File: src/rtl/framed_sender_with_ack_retry_top_defines.svh
// ----------------------------------------------------------------------------
// framed sender assertion macros
// concurrent checks that vanish in synthesis
// ----------------------------------------------------------------------------
`ifndef FRAMED_SENDER_WITH_ACK_RETRY_TOP_DEFINES_SVH
`define FRAMED_SENDER_WITH_ACK_RETRY_TOP_DEFINES_SVH

`ifndef SYNTHESIS
`define FSA_ASSERT_IMPLIES(label, ante, cons) \
	label: assert property (@(posedge clk) disable iff (!arst_n) (ante) |-> (cons)) \
		else $error("assertion failed");
`define FSA_ASSERT_NEVER(label, cond) \
	label: assert property (@(posedge clk) disable iff (!arst_n) !(cond)) \
		else $error("assertion failed");
`else
`define FSA_ASSERT_IMPLIES(label, ante, cons)
`define FSA_ASSERT_NEVER(label, cond)
`endif

`endif

File: src/rtl/fsa_pkg.sv
// ----------------------------------------------------------------------------
// fsa_pkg
// types, codes and crc helper shared by the framed sender modules
// ----------------------------------------------------------------------------
package fsa_pkg;

	localparam logic [1:0] ACT_SEND  = 2'd0;
	localparam logic [1:0] ACT_SENDA = 2'd1;
	localparam logic [1:0] ACT_RX    = 2'd2;
	localparam logic [1:0] ACT_TICK  = 2'd3;

	localparam logic KIND_TX  = 1'b0;
	localparam logic KIND_RPT = 1'b1;

	localparam logic [1:0] OUT_DELIVERED = 2'd0;
	localparam logic [1:0] OUT_TIMEOUT   = 2'd1;
	localparam logic [1:0] OUT_BUSY      = 2'd2;

	localparam logic [2:0] REG_DEVICE_ID = 3'd0;
	localparam logic [2:0] REG_TIMEOUT   = 3'd1;
	localparam logic [2:0] REG_RETRY     = 3'd2;
	localparam logic [2:0] REG_LVL_MASK  = 3'd3;
	localparam logic [2:0] REG_VEL_MASK  = 3'd4;
	localparam logic [2:0] REG_WEAK_MASK = 3'd5;

	localparam logic [7:0]  SOF_LO     = 8'hAA;
	localparam logic [7:0]  SOF_HI     = 8'h55;
	localparam logic [7:0]  TYPE_DATA  = 8'h01;
	localparam logic [7:0]  TYPE_ACK   = 8'h81;
	localparam logic [7:0]  DATA_LEN   = 8'd10;
	localparam logic [15:0] CRC_INIT   = 16'hFFFF;
	localparam logic [15:0] CRC_POLY   = 16'hA001;
	localparam logic [9:0]  MILLI      = 10'd1000;
	localparam logic [41:0] ROUND_HALF = 42'd32768;
	localparam int          FRAME_BYTES = 20;
	localparam int          ACK_LEN    = 10;
	localparam int          Q_DEPTH    = 2;

	typedef struct packed {
		logic [1:0]  action;
		logic [15:0] ext_status;
		logic        level_ok;
		logic        velocity_ok;
		logic signed [31:0] level_q16;
		logic signed [31:0] velocity_q16;
		logic [7:0]  rx_byte;
	} fsa_in_t;

	typedef struct packed {
		logic        kind;
		logic [7:0]  tx_byte;
		logic        last_byte;
		logic [1:0]  outcome;
		logic [15:0] seq_used;
	} fsa_out_t;

	typedef struct packed {
		logic [15:0] device_id;
		logic [15:0] ack_timeout_ms;
		logic [3:0]  max_retry;
		logic [15:0] level_valid_mask;
		logic [15:0] velocity_valid_mask;
		logic [15:0] signal_weak_mask;
	} fsa_cfg_t;

	// classified request handed from front to back
	typedef struct packed {
		logic [1:0]  action;
		logic [15:0] status;
		logic [31:0] level_mm;
		logic [31:0] vel_mm;
		logic [7:0]  rx_byte;
	} fsa_cmd_t;

	typedef struct packed {
		logic full;
		logic empty;
	} fsa_qstat_t;

	function automatic logic [15:0] crc16_upd(input logic [15:0] c, input logic [7:0] b);
		logic [15:0] x;
		x = c ^ {8'h00, b};
		for (int i = 0; i < 8; i++) begin
			x = x[0] ? ((x >> 1) ^ CRC_POLY) : (x >> 1);
		end
		return x;
	endfunction

endpackage

File: src/rtl/fsa_front.sv
// ----------------------------------------------------------------------------
// fsa_front
// takes requests, builds status and converts q16.16 to rounded milli units
// ----------------------------------------------------------------------------
module fsa_front (
	input  logic               clk,
	input  logic               arst_n,
	input  logic               in_valid,
	output logic               in_stall,
	input  fsa_pkg::fsa_in_t   in_item,
	input  fsa_pkg::fsa_cfg_t  cfg,
	input  fsa_pkg::fsa_qstat_t qstat,
	output logic               push,
	output fsa_pkg::fsa_cmd_t  push_cmd
);
	import fsa_pkg::*;

	logic        v_s1, v_s2;
	fsa_in_t     item_s1;
	logic [31:0] lmag, vmag;
	logic [41:0] lprod_s2, vprod_s2;
	logic        lneg_s2, vneg_s2;
	logic [15:0] status_s2;
	logic [1:0]  action_s2;
	logic [7:0]  rx_s2;
	logic [41:0] lr, vr;

	assign in_stall = v_s1 | v_s2 | qstat.full;

	always_comb begin
		lmag = item_s1.level_q16[31] ? (32'd0 - item_s1.level_q16) : item_s1.level_q16;
		vmag = item_s1.velocity_q16[31] ? (32'd0 - item_s1.velocity_q16) : item_s1.velocity_q16;
	end

	always_ff @(posedge clk or negedge arst_n) begin
		if (!arst_n) begin
			v_s1 <= 1'b0;
			v_s2 <= 1'b0;
		end else begin
			v_s1 <= in_valid & ~in_stall;
			if (v_s1) begin
				v_s2 <= 1'b1;
			end else if (push) begin
				v_s2 <= 1'b0;
			end
		end
	end

	always_ff @(posedge clk) begin
		if (in_valid & ~in_stall) begin
			item_s1 <= in_item;
		end
		if (v_s1) begin
			lprod_s2  <= {10'd0, lmag} * {32'd0, MILLI};
			vprod_s2  <= {10'd0, vmag} * {32'd0, MILLI};
			lneg_s2   <= item_s1.level_q16[31];
			vneg_s2   <= item_s1.velocity_q16[31];
			status_s2 <= item_s1.ext_status
				| (item_s1.level_ok ? cfg.level_valid_mask : cfg.signal_weak_mask)
				| (item_s1.velocity_ok ? cfg.velocity_valid_mask : 16'd0);
			action_s2 <= item_s1.action;
			rx_s2     <= item_s1.rx_byte;
		end
	end

	always_comb begin
		lr = (lprod_s2 + ROUND_HALF) >> 16;
		vr = (vprod_s2 + ROUND_HALF) >> 16;
		push = v_s2 & ~qstat.full;
		push_cmd.action   = action_s2;
		push_cmd.status   = status_s2;
		push_cmd.level_mm = lneg_s2 ? (32'd0 - lr[31:0]) : lr[31:0];
		push_cmd.vel_mm   = vneg_s2 ? (32'd0 - vr[31:0]) : vr[31:0];
		push_cmd.rx_byte  = rx_s2;
	end

endmodule

File: src/rtl/fsa_queue.sv
// ----------------------------------------------------------------------------
// fsa_queue
// two-entry request queue between front and back
// ----------------------------------------------------------------------------
module fsa_queue (
	input  logic                clk,
	input  logic                arst_n,
	input  logic                push,
	input  fsa_pkg::fsa_cmd_t   push_cmd,
	input  logic                pop,
	output fsa_pkg::fsa_cmd_t   pop_cmd,
	output fsa_pkg::fsa_qstat_t qstat
);
	import fsa_pkg::*;

	localparam int PW = $clog2(Q_DEPTH);

	fsa_cmd_t        ent_q [Q_DEPTH];
	logic [PW-1:0]   wr_q, rd_q;
	logic [PW:0]     cnt_q;

	assign qstat.full  = (cnt_q == (PW+1)'(Q_DEPTH));
	assign qstat.empty = (cnt_q == '0);
	assign pop_cmd     = ent_q[rd_q];

	always_ff @(posedge clk) begin
		if (push) begin
			ent_q[wr_q] <= push_cmd;
		end
	end

	always_ff @(posedge clk or negedge arst_n) begin
		if (!arst_n) begin
			wr_q  <= '0;
			rd_q  <= '0;
			cnt_q <= '0;
		end else begin
			if (push) begin
				wr_q <= wr_q + 1'b1;
			end
			if (pop) begin
				rd_q <= rd_q + 1'b1;
			end
			cnt_q <= cnt_q + (PW+1)'(push) - (PW+1)'(pop);
		end
	end

endmodule

File: src/rtl/fsa_back.sv
// ----------------------------------------------------------------------------
// fsa_back
// frame build, crc, transmit, ack hunt and retry timer
// ----------------------------------------------------------------------------
module fsa_back #(
	parameter int TICK_WIDTH = 16
) (
	input  logic                clk,
	input  logic                arst_n,
	input  fsa_pkg::fsa_cfg_t   cfg,
	input  fsa_pkg::fsa_qstat_t qstat,
	input  fsa_pkg::fsa_cmd_t   cmd,
	output logic                pop,
	output logic                out_valid,
	input  logic                out_stall,
	output fsa_pkg::fsa_out_t   out_item
);
	import fsa_pkg::*;

	localparam logic [1:0] ST_IDLE = 2'd0;
	localparam logic [1:0] ST_CRC  = 2'd1;
	localparam logic [1:0] ST_EMIT = 2'd2;
	localparam logic [1:0] ST_RPT  = 2'd3;
	localparam logic [32:0] TICK_MAX = (33'd1 << TICK_WIDTH) - 33'd1;

	logic [1:0]  state_q;
	logic [4:0]  idx_q;
	logic        plain_q;
	logic [15:0] seq_q;
	logic        await_q;
	logic [3:0]  attempts_q;
	logic [TICK_WIDTH-1:0] elapsed_q;
	logic [3:0]  ack_idx_q;
	logic        out_v_q;
	fsa_out_t    out_q;

	// stored frame fields
	logic [15:0] f_id_q, f_seq_q, f_status_q, f_crc_q;
	logic [31:0] f_level_q, f_vel_q;

	// ack candidate
	logic [7:0]  a_type_q, a_len_q, a_crclo_q;
	logic [15:0] a_id_q, a_seq_q, a_crc_q;

	logic        slot_free;
	logic [7:0]  fbyte;
	logic [TICK_WIDTH-1:0] el_next;
	logic [32:0] tmo, lim;
	logic        reached;
	logic        ack_ok;
	logic        load_out;

	assign slot_free = ~out_v_q | ~out_stall;
	assign pop       = (state_q == ST_IDLE) & ~qstat.empty & slot_free;
	assign out_valid = out_v_q;
	assign out_item  = out_q;

	always_comb begin
		unique case (idx_q)
			5'd0:    fbyte = SOF_LO;
			5'd1:    fbyte = SOF_HI;
			5'd2:    fbyte = TYPE_DATA;
			5'd3:    fbyte = f_id_q[7:0];
			5'd4:    fbyte = f_id_q[15:8];
			5'd5:    fbyte = f_seq_q[7:0];
			5'd6:    fbyte = f_seq_q[15:8];
			5'd7:    fbyte = DATA_LEN;
			5'd8:    fbyte = f_status_q[7:0];
			5'd9:    fbyte = f_status_q[15:8];
			5'd10:   fbyte = f_level_q[7:0];
			5'd11:   fbyte = f_level_q[15:8];
			5'd12:   fbyte = f_level_q[23:16];
			5'd13:   fbyte = f_level_q[31:24];
			5'd14:   fbyte = f_vel_q[7:0];
			5'd15:   fbyte = f_vel_q[15:8];
			5'd16:   fbyte = f_vel_q[23:16];
			5'd17:   fbyte = f_vel_q[31:24];
			5'd18:   fbyte = f_crc_q[7:0];
			5'd19:   fbyte = f_crc_q[15:8];
			default: fbyte = 8'h00;
		endcase
	end

	always_comb begin
		el_next = (elapsed_q == {TICK_WIDTH{1'b1}}) ? elapsed_q : elapsed_q + 1'b1;
		tmo     = (cfg.ack_timeout_ms == 16'd0) ? 33'd1 : {17'd0, cfg.ack_timeout_ms};
		lim     = (tmo > TICK_MAX) ? TICK_MAX : tmo;
		reached = (33'(el_next) >= lim);
		// final ack byte arrives with the check
		ack_ok  = (a_type_q == TYPE_ACK) && (a_len_q == 8'd0)
			&& (a_id_q == cfg.device_id) && (a_seq_q == seq_q)
			&& ({cmd.rx_byte, a_crclo_q} == a_crc_q);
	end

	// a new result enters the output register this cycle
	always_comb begin
		load_out = 1'b0;
		unique case (state_q)
			ST_IDLE: begin
				if (pop && await_q) begin
					unique case (cmd.action)
						ACT_SEND, ACT_SENDA: load_out = 1'b1;
						ACT_RX:              load_out = (ack_idx_q == 4'd9) && ack_ok;
						ACT_TICK:            load_out = reached && !(attempts_q < cfg.max_retry);
						default: ;
					endcase
				end
			end
			ST_EMIT, ST_RPT: load_out = slot_free;
			default: ;
		endcase
	end

	always_ff @(posedge clk) begin
		if (pop && (cmd.action == ACT_SEND || cmd.action == ACT_SENDA) && !await_q) begin
			f_id_q     <= cfg.device_id;
			f_seq_q    <= seq_q;
			f_status_q <= cmd.status;
			f_level_q  <= cmd.level_mm;
			f_vel_q    <= cmd.vel_mm;
			f_crc_q    <= CRC_INIT;
		end else if (state_q == ST_CRC) begin
			f_crc_q <= crc16_upd(f_crc_q, fbyte);
		end
		if (pop && cmd.action == ACT_RX && await_q) begin
			unique case (ack_idx_q)
				4'd2:    a_type_q     <= cmd.rx_byte;
				4'd3:    a_id_q[7:0]  <= cmd.rx_byte;
				4'd4:    a_id_q[15:8] <= cmd.rx_byte;
				4'd5:    a_seq_q[7:0] <= cmd.rx_byte;
				4'd6:    a_seq_q[15:8] <= cmd.rx_byte;
				4'd7:    a_len_q      <= cmd.rx_byte;
				4'd8:    a_crclo_q    <= cmd.rx_byte;
				default: ;
			endcase
			if (ack_idx_q == 4'd2) begin
				a_crc_q <= crc16_upd(CRC_INIT, cmd.rx_byte);
			end else if (ack_idx_q >= 4'd3 && ack_idx_q <= 4'd7) begin
				a_crc_q <= crc16_upd(a_crc_q, cmd.rx_byte);
			end
		end
	end

	always_ff @(posedge clk or negedge arst_n) begin
		if (!arst_n) begin
			state_q    <= ST_IDLE;
			idx_q      <= '0;
			plain_q    <= 1'b0;
			seq_q      <= '0;
			await_q    <= 1'b0;
			attempts_q <= '0;
			elapsed_q  <= '0;
			ack_idx_q  <= '0;
			out_v_q    <= 1'b0;
			out_q      <= '0;
		end else begin
			out_v_q <= load_out | (out_v_q & out_stall);
			unique case (state_q)
				ST_IDLE: begin
					if (pop) begin
						unique case (cmd.action)
							ACT_SEND, ACT_SENDA: begin
								if (await_q) begin
									out_q   <= '{KIND_RPT, 8'd0, 1'b0, OUT_BUSY, seq_q};
								end else begin
									plain_q <= (cmd.action == ACT_SEND);
									idx_q   <= 5'd2;
									state_q <= ST_CRC;
									if (cmd.action == ACT_SENDA) begin
										await_q    <= 1'b1;
										attempts_q <= '0;
										elapsed_q  <= '0;
										ack_idx_q  <= '0;
									end
								end
							end
							ACT_RX: begin
								if (await_q) begin
									priority if (ack_idx_q == 4'd0) begin
										if (cmd.rx_byte == SOF_LO) ack_idx_q <= 4'd1;
									end else if (ack_idx_q == 4'd1) begin
										ack_idx_q <= (cmd.rx_byte == SOF_HI) ? 4'd2 : 4'd0;
									end else if (ack_idx_q == 4'd9) begin
										ack_idx_q <= '0;
										if (ack_ok) begin
											out_q   <= '{KIND_RPT, 8'd0, 1'b0, OUT_DELIVERED, seq_q};
											seq_q   <= seq_q + 16'd1;
											await_q <= 1'b0;
										end
									end else begin
										ack_idx_q <= ack_idx_q + 4'd1;
									end
								end
							end
							ACT_TICK: begin
								if (await_q) begin
									if (!reached) begin
										elapsed_q <= el_next;
									end else if (attempts_q < cfg.max_retry) begin
										attempts_q <= attempts_q + 4'd1;
										elapsed_q  <= '0;
										ack_idx_q  <= '0;
										idx_q      <= '0;
										state_q    <= ST_EMIT;
									end else begin
										await_q   <= 1'b0;
										elapsed_q <= '0;
										ack_idx_q <= '0;
										out_q     <= '{KIND_RPT, 8'd0, 1'b0, OUT_TIMEOUT, seq_q};
									end
								end
							end
							default: ;
						endcase
					end
				end
				ST_CRC: begin
					if (idx_q == 5'd17) begin
						idx_q   <= '0;
						state_q <= ST_EMIT;
					end else begin
						idx_q <= idx_q + 5'd1;
					end
				end
				ST_EMIT: begin
					if (slot_free) begin
						out_q   <= '{KIND_TX, fbyte, (idx_q == 5'(FRAME_BYTES - 1)),
							OUT_DELIVERED, seq_q};
						if (idx_q == 5'(FRAME_BYTES - 1)) begin
							state_q <= (plain_q && !await_q) ? ST_RPT : ST_IDLE;
						end else begin
							idx_q <= idx_q + 5'd1;
						end
					end
				end
				ST_RPT: begin
					if (slot_free) begin
						out_q   <= '{KIND_RPT, 8'd0, 1'b0, OUT_DELIVERED, seq_q};
						seq_q   <= seq_q + 16'd1;
						state_q <= ST_IDLE;
					end
				end
				default: state_q <= ST_IDLE;
			endcase
		end
	end

endmodule

File: src/rtl/framed_sender_with_ack_retry_top.sv
// ----------------------------------------------------------------------------
// framed_sender_with_ack_retry_top
// Sends 20-byte CRC16 frames and waits for a matching ACK with timed
// resends. The front takes one request through capture, multiply by 1000,
// round and push before it takes the next, so it holds one request at a
// time; a two-entry queue sits behind it. The back pops a queued request
// only when it is idle and its output register is free. A plain send pops
// the request, runs a byte-serial CRC over the frame from type to velocity,
// emits the 20 bytes and then one report; an acknowledged send reports on
// its ACK or timeout instead. A received byte, a tick or a busy refusal is
// handled at its pop, and a tick that resends emits the frame again.
// ----------------------------------------------------------------------------
`include "framed_sender_with_ack_retry_top_defines.svh"

module framed_sender_with_ack_retry_top #(
	parameter int TICK_WIDTH = 16
) (
	input  logic              clk,
	input  logic              arst_n,
	input  logic              in_valid,
	output logic              in_stall,
	input  fsa_pkg::fsa_in_t  in_item,
	output logic              out_valid,
	input  logic              out_stall,
	output fsa_pkg::fsa_out_t out_item,
	input  logic              psel,
	input  logic              penable,
	input  logic              pwrite,
	input  logic [4:0]        paddr,
	input  logic [31:0]       pwdata,
	output logic [31:0]       prdata,
	output logic              pready
);
	import fsa_pkg::*;

	fsa_cfg_t   cfg_q;
	fsa_qstat_t qstat;
	fsa_cmd_t   push_cmd, pop_cmd;
	logic       push, pop;
	logic [2:0] reg_idx;

	assign pready  = 1'b1;
	assign reg_idx = paddr[4:2];

	always_ff @(posedge clk or negedge arst_n) begin
		if (!arst_n) begin
			cfg_q <= '{16'd1, 16'd100, 4'd3, 16'd1, 16'd2, 16'd4};
		end else if (psel && penable && pwrite) begin
			unique case (reg_idx)
				REG_DEVICE_ID: cfg_q.device_id           <= pwdata[15:0];
				REG_TIMEOUT:   cfg_q.ack_timeout_ms      <= pwdata[15:0];
				REG_RETRY:     cfg_q.max_retry           <= pwdata[3:0];
				REG_LVL_MASK:  cfg_q.level_valid_mask    <= pwdata[15:0];
				REG_VEL_MASK:  cfg_q.velocity_valid_mask <= pwdata[15:0];
				REG_WEAK_MASK: cfg_q.signal_weak_mask    <= pwdata[15:0];
				default: ;
			endcase
		end
	end

	always_comb begin
		unique case (reg_idx)
			REG_DEVICE_ID: prdata = {16'd0, cfg_q.device_id};
			REG_TIMEOUT:   prdata = {16'd0, cfg_q.ack_timeout_ms};
			REG_RETRY:     prdata = {28'd0, cfg_q.max_retry};
			REG_LVL_MASK:  prdata = {16'd0, cfg_q.level_valid_mask};
			REG_VEL_MASK:  prdata = {16'd0, cfg_q.velocity_valid_mask};
			REG_WEAK_MASK: prdata = {16'd0, cfg_q.signal_weak_mask};
			default:       prdata = 32'd0;
		endcase
	end

	fsa_front u_front (
		.clk      (clk),
		.arst_n   (arst_n),
		.in_valid (in_valid),
		.in_stall (in_stall),
		.in_item  (in_item),
		.cfg      (cfg_q),
		.qstat    (qstat),
		.push     (push),
		.push_cmd (push_cmd)
	);

	fsa_queue u_queue (
		.clk      (clk),
		.arst_n   (arst_n),
		.push     (push),
		.push_cmd (push_cmd),
		.pop      (pop),
		.pop_cmd  (pop_cmd),
		.qstat    (qstat)
	);

	fsa_back #(
		.TICK_WIDTH (TICK_WIDTH)
	) u_back (
		.clk       (clk),
		.arst_n    (arst_n),
		.cfg       (cfg_q),
		.qstat     (qstat),
		.cmd       (pop_cmd),
		.pop       (pop),
		.out_valid (out_valid),
		.out_stall (out_stall),
		.out_item  (out_item)
	);

	`FSA_ASSERT_NEVER(a_no_pop_empty, pop && qstat.empty)
	`FSA_ASSERT_NEVER(a_no_push_full, push && qstat.full)
	`FSA_ASSERT_IMPLIES(a_last_is_tx, out_valid && out_item.last_byte, out_item.kind == KIND_TX)

endmodule
File: config.mk
export PLATFORM = sky130hd
export DESIGN_NAME = framed_sender_with_ack_retry_top
export DESIGN_NICKNAME = d
export VERILOG_FILES = /design/src/rtl/fsa_pkg.sv /design/src/rtl/fsa_front.sv /design/src/rtl/fsa_queue.sv /design/src/rtl/fsa_back.sv /design/src/rtl/framed_sender_with_ack_retry_top.sv
export VERILOG_INCLUDE_DIRS = /design/src /design/src/rtl
export SDC_FILE = /design/constraint.sdc
export NUM_CORES = 2
export LEC_CHECK = 0
export ABC_AREA = 1
export BUFFER_PORTS_ARGS = -buffer_cell sky130_fd_sc_hd__buf_2
export CORE_MARGIN = 2
export CORE_UTILIZATION = 39
export DETAILED_ROUTE_END_ITERATION = 12
export SYNTH_ARGS = -nofsm -noshare
export SYNTH_HDL_FRONTEND = slang
export SYNTH_SLANG_ARGS = --single-unit
File: constraint.sdc
create_clock -name clk -period 8.76 [get_ports clk]
set_clock_uncertainty 0.05 [all_clocks]
set_input_delay 0.438 -clock clk [delete_from_list [all_inputs] [get_ports clk]]
set_output_delay 0.438 -clock clk [all_outputs]
set_load 0.01 [all_outputs]
# Word-level counts from Yosys, hierarchy flattened
# Memory sizes are Yosys's and may differ from the RTL's.
# Cells that the tools add are included.
[totals]
register_bits = 566
mem_bits_rw = 180
memories = 1
[classes]
add_sub_neg = 15
magnitude_cmp = 5
n_mul = 2
n_eq_ne = 78
muxes = 120
n_reduce_logical = 57
n_bitwise = 44
[mem_list]
columns = ["memory", "words", "word_bits", "read_ports", "rd_clocked_by_memory_dff", "write_ports", "line_no", "rtl"]
rows = [
  ["u_queue.ent_q", 2, 90, 1, 0, 1, "fsa_queue.sv:18", "fsa_cmd_t ent_q [Q_DEPTH];"],
]
[ops]
columns = ["operator", "count"]
rows = [
  ["two-way mux 16 bit", 42],
  ["two-way mux 28 bit", 12],
  ["one-hot mux 28 bit (3 select lines)", 2],
  ["one-hot mux 8 bit (20 select lines)", 1],
  ["two-way mux 32 bit", 4],
  ["one-hot mux 16 bit (6 select lines)", 1],
  ["adder 42 x 16 -> 42 bit (second input constant)", 2],
  ["multiplier 32 x 7 -> 39 bit (second input constant)", 2],
  ["NOT 2 -> 3 bit", 24],
  ["one-hot mux 16 bit (2 select lines)", 2],
  ["subtractor 1 x 32 -> 32 bit (first input constant)", 2],
  ["subtractor 1 x 26 -> 27 bit (first input constant)", 2],
  ["equality test 16 bit", 3],
  ["two-way mux 4 bit", 12],
  ["equality test 5 x 4 -> 1 bit (second input constant)", 8],
  ["two-way mux 5 bit", 8],
  [">= comparator 16 x 33 -> 1 bit", 1],
  ["> comparator 33 x 16 -> 1 bit (second input constant)", 1],
  ["two-way mux 33 bit", 1],
  ["adder 16 x 1 -> 16 bit (second input constant)", 2],
  ["bitwise OR 16 bit", 2],
  ["bitwise XOR 16 x 8 -> 16 bit", 2],
  ["AND reduction 2 bit", 15],
  ["!= test 3 bit (second input constant)", 8],
  ["59 further kinds", 162],
]

# Depth between registers and ports, before layout
# An unclocked memory read counts as a cell.
[depth]
word_depth = 20
ltp_mapped = 36
ltp_nobuf = 36

# Modules after synthesis
# From an unflattened synthesis, not the netlist that was laid out.
[unflattened]
hier_cells = 5464
area_unflattened_um2 = 47774.6
[modules_own_cells]
columns = ["mod", "instances", "cells_per_inst", "seq_area_each_um2", "area_per_inst_um2"]
rows = [
  ["fsa_front", 1, 2807, 5275.1, 22044.9],
  ["fsa_back", 1, 1588, 7797.5, 14214.9],
  ["fsa_queue", 1, 495, 5505.3, 7058.0],
  ["framed_sender_with_ack_retry_top", 1, 574, 2113.3, 4456.8],
]

# Worst setup path before layout
# No wires, ideal clock.
[synth_path]
path_kind = "reg2reg"
from = "reg u_back.state_q[0]"
to = "reg u_back.plain_q"
stages_incl_launch_ff = 9
setup_ps = 107
t_arrival_ps = 6290
path_buffers = 0
setup_slack_ps = 2314
cell_sequence = "dfrtp_1 inv_1 ha_1 inv_2 nor3_2 inv_2 nor3_2 inv_2 o21ai_0"
[synth_between]
elab_chain_cells = 4
[synth_rtl]
columns = ["item", "line_no", "rtl"]
rows = [
  ["start, declared", "fsa_back.sv:26", "logic [1:0] state_q;"],
  ["start signal, assigned", "fsa_back.sv:230", "state_q <= (plain_q && !await_q) ? ST_RPT : ST_IDLE;"],
  ["logical NOT 2 bit", "fsa_back.sv:54", "assign pop = (state_q == ST_IDLE) & ~qstat.empty & slot_free;"],
  ["bitwise AND 1 bit (2 in a row)", "fsa_back.sv:54", ""],
  ["net pop", "framed_sender_with_ack_retry_top.sv:39", "logic push, pop;"],
  ["AND reduction 4 bit (no source line)", "--", ""],
  ["end signal, assigned", "fsa_back.sv:166", "plain_q <= (cmd.action == ACT_SEND);"],
  ["end, declared", "fsa_back.sv:28", "logic plain_q;"],
]
# The timed path passes the listed nets, and every way through them passes these cells.
# A chain may end at the register's enable or synchronous reset.

# Worst setup path in the final report
[layout_path]
from = "reg u_front.item_s1[71] (netlist name)"
to = "reg u_front.lprod_s2[40], data pin"
[layout_between]
elab_chain_cells = 3
[layout_rtl]
columns = ["item", "line_no", "rtl"]
rows = [
  ["start, declared", "fsa_front.sv:19", "fsa_in_t item_s1;"],
  ["start signal, assigned", "fsa_front.sv:51", "item_s1 <= in_item;"],
  ["subtractor 1 x 32 -> 32 bit", "fsa_front.sv:31", "lmag = item_s1.level_q16[31] ? (32'd0 - item_s1.level_q16) : item_s1.level_q16;"],
  ["two-way mux 32 bit (*)", "fsa_front.sv:31", ""],
  ["multiplier 32 x 7 -> 39 bit (*)", "fsa_front.sv:54", "lprod_s2 <= {10'd0, lmag} * {32'd0, MILLI};"],
  ["end signal, assigned", "fsa_front.sv:54", ""],
  ["end, declared", "fsa_front.sv:21", "logic [41:0] lprod_s2, vprod_s2;"],
]
# Mark *: on every way between the ends. The rest lies on a longest branch, timed or not.

==> results list <==
* Number of antenna cells inserted: 0
* Final Wtd Congestion: 0.9237
- TritonCTS built the clock tree.
- Largest net degree at the start of global routing: 73
* RSZ-0062 raised after global routing: false
- Synthesized area divided by synthesized cell count: 9.526 sq um
- Cells after Synth: between 4,000 and 5,000
- Of all nets on the critical path, the largest fanout is 23.
- In the final layout, the share of cells above drive strength 1 is about 8.7%.
* Post-layout minimum cycle time: 7.283 ns
* Type of the most critical hold path: in -> reg
- Flops & latches, synth: 692
- Starting Density: 39.44%
- Startpoint type of the worst setup path: flip-flop
* Number of buffers between clock root and the deepest sink: 3
- Relative to the synthesized area, the layout overhead comes to 13.77%.
- Netlist area before placement: 0.04377 sq mm
- Y dimension of the die: 339.0 um
- Category of the most critical setup path: reg -> reg
- Counting flops with a built-in enable in the synthesized netlist gives roughly 510.
- Global-route wire length before repair: 166.8 mm
* Area enclosed by the die boundary: about 0.11 sq mm
- The final critical path takes up 83.14% of the cycle.
- The detailed router finished its first iteration with 2,075 violations.
* Std cell rows: 122
* Net total in the final layout: 5,469
- Post-Route Setup TNS: 0 ns
- Global-route congestion overflow total: 0
* # port buffers: between 150 and 200
- Synth area leader: sky130_fd_sc_hd__edfxtp_1
- In the synthesized netlist the async set-or-reset flop fraction comes to 24.28%.
- Endpoint kind of the worst setup timing path: flip-flop
* Htree depth: 3
- Number of design rule violations left after detail routing: 0
- Detailed-route wire length: roughly 100 mm
- Number of maximum-capacitance constraint violations: 0
- Run status: completed
- Of the synthesized area, sequential elements account for 45.21%.
* Top cells by instance count after synthesis: sky130_fd_sc_hd__nand2_1 (951), sky130_fd_sc_hd__inv_1 (820), sky130_fd_sc_hd__edfxtp_1 (508)
* Top post-synthesis cells by area: sky130_fd_sc_hd__edfxtp_1 (35%), sky130_fd_sc_hd__fa_1 (11%), sky130_fd_sc_hd__dfrtp_1 (9.1%)
- Vias per inst: 4.841
- Ys Warns: 0
* Number of global-route vias before repair: 31,150
- HPWL after DPL: 78.00 mm
- STA puts the critical path data arrival time at 7.61 ns.
* Number of hold-slack violations in the final timing report: 0
* Core Region: approximately 0.11 sq mm
- TritonCTS Buffers: 79
- At the pin with the least slew margin, the transition time is 1.172 ns.
- In the synthesized netlist the dominant register cell turns out to be sky130_fd_sc_hd__edfxtp_1.
- Clock network latency to the later pin of the worst-skew pair: about 0.66 ns
- CTS saw 692 sinks.
- Setup violations remaining at the end of the flow were counted as 0.
* Number of slew-limit violations in the final report: 0
- Before antenna repair, the detailed router went through 6 iterations.
* Overall Global Routing Usage: 18.07%
* DIE WIDTH: 339.0 um
- Number of vias in the routed layout: 31,140
- CTS root buffer: sky130_fd_sc_hd__clkbuf_16
* Worst slew margin: around a fifth
- Number of primary I/O pins: 199
- Static timing analysis puts the maximum clock frequency at 137.3 MHz.
* Antenna violations before repair: 1
* Data required time at the worst endpoint: 9.08 ns
- Detailed-route wire length per cell: ~16 um
* Most frequent cell after synthesis: sky130_fd_sc_hd__nand2_1
* Synth unique cells: 70
* DRT antenna net count: 0
- After clock tree synthesis, the clock-pin slew on the worst setup and hold paths is 0.06 ns.
* Yosys top cell area share: 34.85%
-- worst paths after layout --
| path | startpoint | to | slack [ns] | cells past startpoint |
|---|---|---|---|---|
| setup / recovery | u_front.item_s1[71]$_DFFE_PP_ | u_front.lprod_s2[40]$_DFFE_PP_ | 1.48 | 21 |
| setup reg to reg | u_front.item_s1[71]$_DFFE_PP_ | u_front.lprod_s2[40]$_DFFE_PP_ | 1.48 | 21 |
| hold / removal | pwdata[7] | cfg_q[7]$_DFFE_PN0P_ | 0.05 | 3 |
| hold reg to reg | u_front.item_s1[91]$_DFFE_PP_ | u_front.action_s2[1]$_DFFE_PP_ | 0.38 | 0 |
| max in group asynchronous | arst_n | cfg_q[25]$_DFFE_PN0P_ | 6.38 | 4 |
| min in group asynchronous | arst_n | u_back.seq_q[12]$_DFFE_PN0P_ | 0.34 | 2 |
-- layout by cell type, fill, tap and decap left out, drive strengths merged, types with 65 or more instances in the layout --
| cell type | count |
|---|---|
| ha | 214 |
| fa | 234 |
| a21oi | 169 |
| o21ai | 260 |
| nor2 | 310 |
| dfrtp | 159 |
| nor3 | 90 |
| clkbuf | 110 |
| xor2 | 208 |
| inv | 835 |
| nand2 | 967 |
| edfxtp | 508 |
| buf | 187 |
| nand3 | 172 |
| dlygate4sd3 | 97 |
| xnor2 | 65 |
-- layer usage --
metal / vias up / share of wire (%) / track usage [%]
met3: 141 / 4.6 / 2.462
met4: 0 / 2.7 / 5.519
met1: 14820 / 45 / 24.38
met5: - / 0 / 0
met2: 679 / 47 / 30.19
li1: 15510 / - / -
-- critical path, cell delays in order, from the launching register on --
cell and delay (ns):
sky130_fd_sc_hd__edfxtp_1 0.91, sky130_fd_sc_hd__inv_1 0.47, sky130_fd_sc_hd__or2_2 0.42, sky130_fd_sc_hd__xor2_1 0.42, sky130_fd_sc_hd__inv_1 0.18, sky130_fd_sc_hd__fa_1 0.55, sky130_fd_sc_hd__inv_1 0.05, sky130_fd_sc_hd__fa_1 0.50
sky130_fd_sc_hd__fa_1 0.58, sky130_fd_sc_hd__fa_1 0.42, sky130_fd_sc_hd__ha_1 0.36, sky130_fd_sc_hd__nand2_1 0.07, sky130_fd_sc_hd__nor2_1 0.11, sky130_fd_sc_hd__nand4_1 0.15, sky130_fd_sc_hd__nor3_1 0.16, sky130_fd_sc_hd__nor2_1 0.10
sky130_fd_sc_hd__o21ai_0 0.42, sky130_fd_sc_hd__a21oi_1 0.22, sky130_fd_sc_hd__o21ai_0 0.40, sky130_fd_sc_hd__a21o_1 0.23, sky130_fd_sc_hd__a21oi_1 0.09, sky130_fd_sc_hd__xor2_1 0.14
-- cell families (layout without fill, tap and decap cells) --
logic type	Yosys count	count (layout)	synth area share, %
and+or+nand+nor	1672	1672	16.56
adders and majority gates	448	448	16.82
buffers and inverters	927	1262	8.198
DFF	692	692	45.21
other	2	17	0.01716
xor gates and xnor gates	273	273	5.582
AOI/OAI and AO/OA	581	581	7.612
-- area by class of cell --
class	count	area, sq um
multi-input combinational	2991	20500
clock inverter	31	334.1
inverter	837	3144
tap	1488	1862
sequential	692	19800
fill	10620	61170
clock buffer	110	2196
timing repair buffer	284	1973
-- registers in the layout (all words and copies together), names as in the netlist, 5 cells and up --
name	count
u_back.a_crc_q	16
u_back.a_crclo_q	8
u_back.a_type_q	8
u_back.seq_q	16
u_front.lprod_s2	27
u_front.status_s2	16
u_back.elapsed_q	16
u_back.f_vel_q	27
u_back.f_id_q	16
u_back.out_item	28
u_queue.ent_q	160
u_back.idx_q	5
u_front.item_s1	92
u_back.a_id_q	16
u_front.vprod_s2	27
u_back.f_status_q	16
u_back.a_len_q	8
u_back.f_level_q	27
u_back.f_crc_q	16
u_back.a_seq_q	16
u_front.rx_s2	8
u_back.f_seq_q	16
cfg_q	84
-- through the flow --
| stage | setup WS [ns] | area, sq um | cells | utilization [%] | hold WS [ns] |
|---|---|---|---|---|---|
| 2_1_floorplan | 2.314 | 43830 | 4610 | - | 0.09241 |
| 3_3_place_gp | 1.570 | 46300 | 6195 | 41.72 | 0.3601 |
| 3_5_place_dp | 1.494 | 46300 | 6195 | 41.72 | 0.3715 |
| 4_1_cts | 1.478 | 49800 | 6433 | 44.88 | 0.003858 |
| 5_1_grt | 0.9102 | 49800 | 6433 | 44.88 | 0.03188 |
| 6_report | 1.477 | 49800 | 6433 | 44.88 | 0.05425 |
-- timing repair --
| item | CTS | global route |
|---|---|---|
| setup buffers | 0 | 0 |
| hold endpoints to repair | 164 | 0 |
| gates resized for setup | 0 | 0 |
| hold buffers | 97 | 0 |
Power is not shown: default switching activity piles up to over one toggle a cycle in this logic, so the estimate is an artifact.
